===== src/rtl/core/cdd_pkg.sv =====
package cdd_pkg;

  typedef enum logic [2:0] {
    KIND_REGISTER   = 3'd0,
    KIND_UNREGISTER = 3'd1,
    KIND_SCHED      = 3'd2,
    KIND_REFRESH    = 3'd3,
    KIND_POLL       = 3'd4,
    KIND_STOP       = 3'd5
  } kind_t;

  localparam logic [3:0] RES_REGISTERED = 4'd0;
  localparam logic [3:0] RES_ACCEPTED   = 4'd1;
  localparam logic [3:0] RES_SCHED_DISP = 4'd2;
  localparam logic [3:0] RES_REFR_DISP  = 4'd3;
  localparam logic [3:0] RES_DROPPED    = 4'd4;
  localparam logic [3:0] RES_NOT_DUE    = 4'd5;
  localparam logic [3:0] RES_EMPTY      = 4'd6;
  localparam logic [3:0] RES_CLOSED     = 4'd7;
  localparam logic [3:0] RES_FULL       = 4'd8;

  typedef struct packed {
    logic [2:0]  kind;
    logic [3:0]  family_id;
    logic [31:0] reg_generation;
    logic [31:0] eligibility_gen;
    logic [31:0] retry_gen;
    logic [31:0] source_gen;
    logic [47:0] not_before;
    logic [47:0] now_time;
  } in_item_t;

  typedef struct packed {
    logic [3:0]  result_kind;
    logic [3:0]  out_family;
    logic [31:0] out_reg_generation;
    logic [31:0] out_eligibility_gen;
    logic [31:0] out_retry_gen;
    logic [31:0] out_source_gen;
    logic [47:0] delay_or_wait;
    logic [31:0] dispatch_total;
    logic [63:0] delay_sum;
    logic [47:0] delay_peak;
    logic [31:0] coalesced_total;
    logic [31:0] dropped_total;
  } out_item_t;

  typedef enum logic [2:0] {
    ST_IDLE,
    ST_SCAN,
    ST_EXEC,
    ST_STAT,
    ST_OUT
  } state_t;

  // controller to datapath
  typedef struct packed {
    logic load;     // capture item, clear scan
    logic scan;     // examine slot at scan index in both tables
    logic exec;     // apply the item
    logic stat;     // finish dispatch statistics
    logic emit;     // present result
  } cdd_cmd_t;

  // datapath to controller
  typedef struct packed {
    logic scan_last;
    logic out_taken;
  } cdd_sts_t;

endpackage


===== src/rtl/core/cdd_ctrl.sv =====
module cdd_ctrl
  import cdd_pkg::*;
(
  input  logic     clk,
  input  logic     rst_n,
  input  logic     in_valid,
  input  logic     in_known,
  output logic     in_ready,
  input  cdd_sts_t sts,
  output cdd_cmd_t cmd
);

  state_t state_r, state_nxt;

  always_ff @(posedge clk) begin
    if (!rst_n) state_r <= ST_IDLE;
    else        state_r <= state_nxt;
  end

  always_comb begin
    state_nxt = state_r;
    cmd       = '0;
    in_ready  = 1'b0;
    unique case (state_r)
      ST_IDLE: begin
        in_ready = 1'b1;
        if (in_valid && in_known) begin
          cmd.load  = 1'b1;
          state_nxt = ST_SCAN;
        end
      end
      ST_SCAN: begin
        cmd.scan = 1'b1;
        if (sts.scan_last) state_nxt = ST_EXEC;
      end
      ST_EXEC: begin
        cmd.exec  = 1'b1;
        state_nxt = ST_STAT;
      end
      ST_STAT: begin
        cmd.stat  = 1'b1;
        state_nxt = ST_OUT;
      end
      ST_OUT: begin
        cmd.emit = 1'b1;
        if (sts.out_taken) state_nxt = ST_IDLE;
      end
      default: state_nxt = ST_IDLE;
    endcase
  end

endmodule


===== config.mk =====
export PLATFORM = sky130hd
export DESIGN_NAME = cdd_ctrl
export DESIGN_NICKNAME = d
export VERILOG_FILES = /design/src/rtl/core/cdd_pkg.sv /design/src/rtl/core/cdd_ctrl.sv
export SDC_FILE = /design/constraint.sdc
export NUM_CORES = 1
export LEC_CHECK = 0
export ABC_AREA = 1
export BUFFER_PORTS_ARGS = -buffer_cell sky130_fd_sc_hd__buf_2
export CAP_MARGIN = 20
export CORE_AREA = 10 10 47 49
export CTS_CLUSTER_DIAMETER = 30
export CTS_CLUSTER_SIZE = 28
export DETAILED_ROUTE_END_ITERATION = 8
export DIE_AREA = 0 0 57 59
export PLACE_DENSITY = 0.51
export REMOVE_ABC_BUFFERS = 1
export SYNTH_ARGS = -nofsm -noshare
export SYNTH_HDL_FRONTEND = slang
export SYNTH_SLANG_ARGS = --single-unit

===== constraint.sdc =====
create_clock -name clk -period 0.9 [get_ports clk]
set_input_delay 0.045 -clock clk [delete_from_list [all_inputs] [get_ports clk]]
set_output_delay 0.045 -clock clk [all_outputs]
set_load 0.01 [all_outputs]

==> metrics.txt <==
Die Area 0.00336 sq mm; initial drt markers 4; Routed Antenna Nets 0; layout cell share with drive strength beyond 1 83.3%; non-filler cells, final 70; DR WL/cell 9.10 microns; hold path startpoint rst_n; crit start category flip-flop; initial antenna violation count 0; max cap viols 0; clock root cell clkbuf_4; Area growth syn-to-layout 93.4%; Flop pwr share 26.9%; core region area 0.00140 sq mm; share of the synthesized area in the top cell type 26.4%; setup TNS -1.02 ns; Most flops, register state_r; synthesized cell area 228 sq um; CP required 0.85 ns; Worst R2R End state_r[1]$_SDFFE_PN0P_; simple-gate share of the synthesized area 50.0%; mux cell area share after synthesis 0%; R2R depth 7; Initial Util 16.2%; Setup WS post-layout -0.157 ns; via count of the first global-routing pass 284; Synth Area in Adders 0%; I/O pin cnt 12; GRT Total Usage 4.23%; unrepaired setup endpoints after global routing yes; H-tree Lvls 1; crit-path max FO 4; hpwl dp 513 microns; Hold Path End state_r[1]$_SDFFE_PN0P_; CTS Sinks 3; Mapped Avg Cell Area 6.90 sq um; r2r setup slk -0.09 ns; slew margin rel. 88.7%; gpl congestion 0.679; largest family of logic cells by synthesized area simple AND/OR/NAND/NOR gates; CTS Hold Bufs 0; antenna cell count 0; YS warnings 0; xor and xnor area share after synthesis 0%; share of power burned in combinational logic 33.4%; worst vdd ir 0.416 mV; final setup violating endpoints 9; CTS Buf Count 3; Synth Area in Compound Gates 7.14%; maximum clock frequency 946 MHz; Residual DRC 0; WL final 637 microns; Worst Hold Depth 3; CP Class reg -> out; failing checks setup timing; row count 14; internal power 0.000405 W; Min-Delay Path Class in -> reg; vias 270; IO buf count 11; Seq cells post-synth 3; Final Max Tran Viols 0; Die Span Y 59 microns; RR Startpoint state_r[0]$_SDFFE_PN0P_; Distinct cells, synth 13; worst slew pin tran 0.169 ns; post-layout min period 1.06 ns; run status finished with violations; CTS tree yes; GR Overflow Total 0; sequential area share after synthesis 26.4%; Lkg Pwr 0.222 nW; vias per cell 3.86; crit end category primary output; Syn Inst Count 33; chip width 57 microns; Final Hold Violating Endpoints 0; max reg flops 3; cell taking the most area after synthesis dfxtp_1; clock share of power 39.8%; Pwr Density 1310 mW/mm^2; Final Skew 0.00223 ns; Clock Latency Late Sink 0.23 ns; fraction of the cycle the final worst path needs 117%; global-route wire length before repair 1070 microns; Worst-path clk slew 0.04 ns; largest net degree at the start of global routing 6; clock buffer depth 2; dpl cells 62; Psw 0.000171 W; WP data arrival 1.01 ns; Net Sw Frac 29.7%; Area contributors post-synth dfxtp_1 (26%), nand3_2 (18%), nor2_2 (11%); TritonRoute pass-1 iters 2; Final Net Count 61; Largest regs state_r x3
==> placed cells by master (no fill, tap or decap), types with 2 or more instances in the layout <==
master,instances
buf_2,9
buf_4,4
buf_6,5
clkbuf_4,3
dfxtp_4,2
inv_1,3
inv_2,4
nand2_2,2
nand3_1,2
nand3_2,4
nor2_1,2
nor2_2,4
nor2_4,2
nor3_2,2
==> Yosys cell counts <==
cell type,instances
inv_1,5
nand2_1,2
nor2_2,4
o21ai_2,1
nand3_1,2
nor2_1,4
dfxtp_1,3
nor3_1,2
a21boi_1,1
nand3_2,4
inv_2,3
nand2_2,1
buf_4,1
==> metal layers <==
| layer | GRT usage (%) | up-vias | part of all wire [%] | routed length, microns |
|---|---|---|---|---|
| met3 | 2.58 | 0 | 8.5 | 54 |
| met2 | 7.29 | 4 | 61 | 389 |
| met1 | 2.85 | 123 | 30 | 193 |
| met4 | 5.03 | 0 | 0 | 0 |
| li1 | - | 143 | - | - |
| met5 | 0 | - | 0 | 0 |
==> how the worst max path moves through the flow <==
stage,from,end,slack (ns)
CTS,state_r[1]$_SDFFE_PN0P_,cmd[4],-0.17
floorplan,state_r[1]$_SDFFE_PN0P_,state_r[0]$_SDFFE_PN0P_,0.0005
global route,state_r[2]$_SDFFE_PN0P_,cmd[4],-0.22
global placement,state_r[0]$_SDFFE_PN0P_,state_r[0]$_SDFFE_PN0P_,-0.04
detailed placement,state_r[0]$_SDFFE_PN0P_,state_r[0]$_SDFFE_PN0P_,-0.05
finish,state_r[1]$_SDFFE_PN0P_,cmd[4],-0.16
==> through the flow <==
stage          power, W  cell area (sq um)  setup slack [ns]  util (%)  hold WS [ns]
6_report       0.000575                440            -0.157      31.4        0.0646
5_1_grt        0.000623                440            -0.215      31.4        0.0679
4_1_cts        0.000582                415            -0.166      29.6        0.0595
3_5_place_dp   0.000292                318           -0.0484      22.7         0.315
3_3_place_gp   0.000292                318           -0.0447      22.7         0.313
2_1_floorplan  0.000242                220          0.000487         -         0.172
==> worst max-delay path: stages, from the launching register on <==
cell,delay [ns]
dfxtp_4,0.35
buf_4,0.13
nor3_2,0.15
buf_2,0.15
==> power by group through the flow <==
stage                     clock network, W  registers (W)   logic, W
final                             0.000229       0.000155   0.000192
after global routing              0.000258       0.000156   0.000209
after CTS                         0.000243       0.000156   0.000183
after detailed placement                 0       0.000153   0.000139
after global placement                   0       0.000153   0.000138
after floorplan                          0       0.000152  0.0000897
==> repair_timing <==
item	CTS	global route
resized for setup	13	8
pin swaps	5	5
endpoints found under the setup margin	9	9
setup buffers	4	1
==> layout make-up <==
| cell class | instances | area (sq um) |
|---|---|---|
| multi-input cells | 21 | 161 |
| inverters | 8 | 32.5 |
| flip-flops and latches | 3 | 68.8 |
| repair buffers | 18 | 131 |
| clock buffers | 4 | 26.3 |
| fillers | 160 | 961 |
| well taps | 16 | 20.0 |
==> logic make-up (layout without fill, tap and decap cells) <==
group                  count (synthesis)  count (layout)
AO/OA/AOI/OAI                          2               2
buffers and inverters                  9              30
flip-flops                             3               3
AND/OR/NAND/NOR                       19              19
Power figures use the tool's default switching activity.
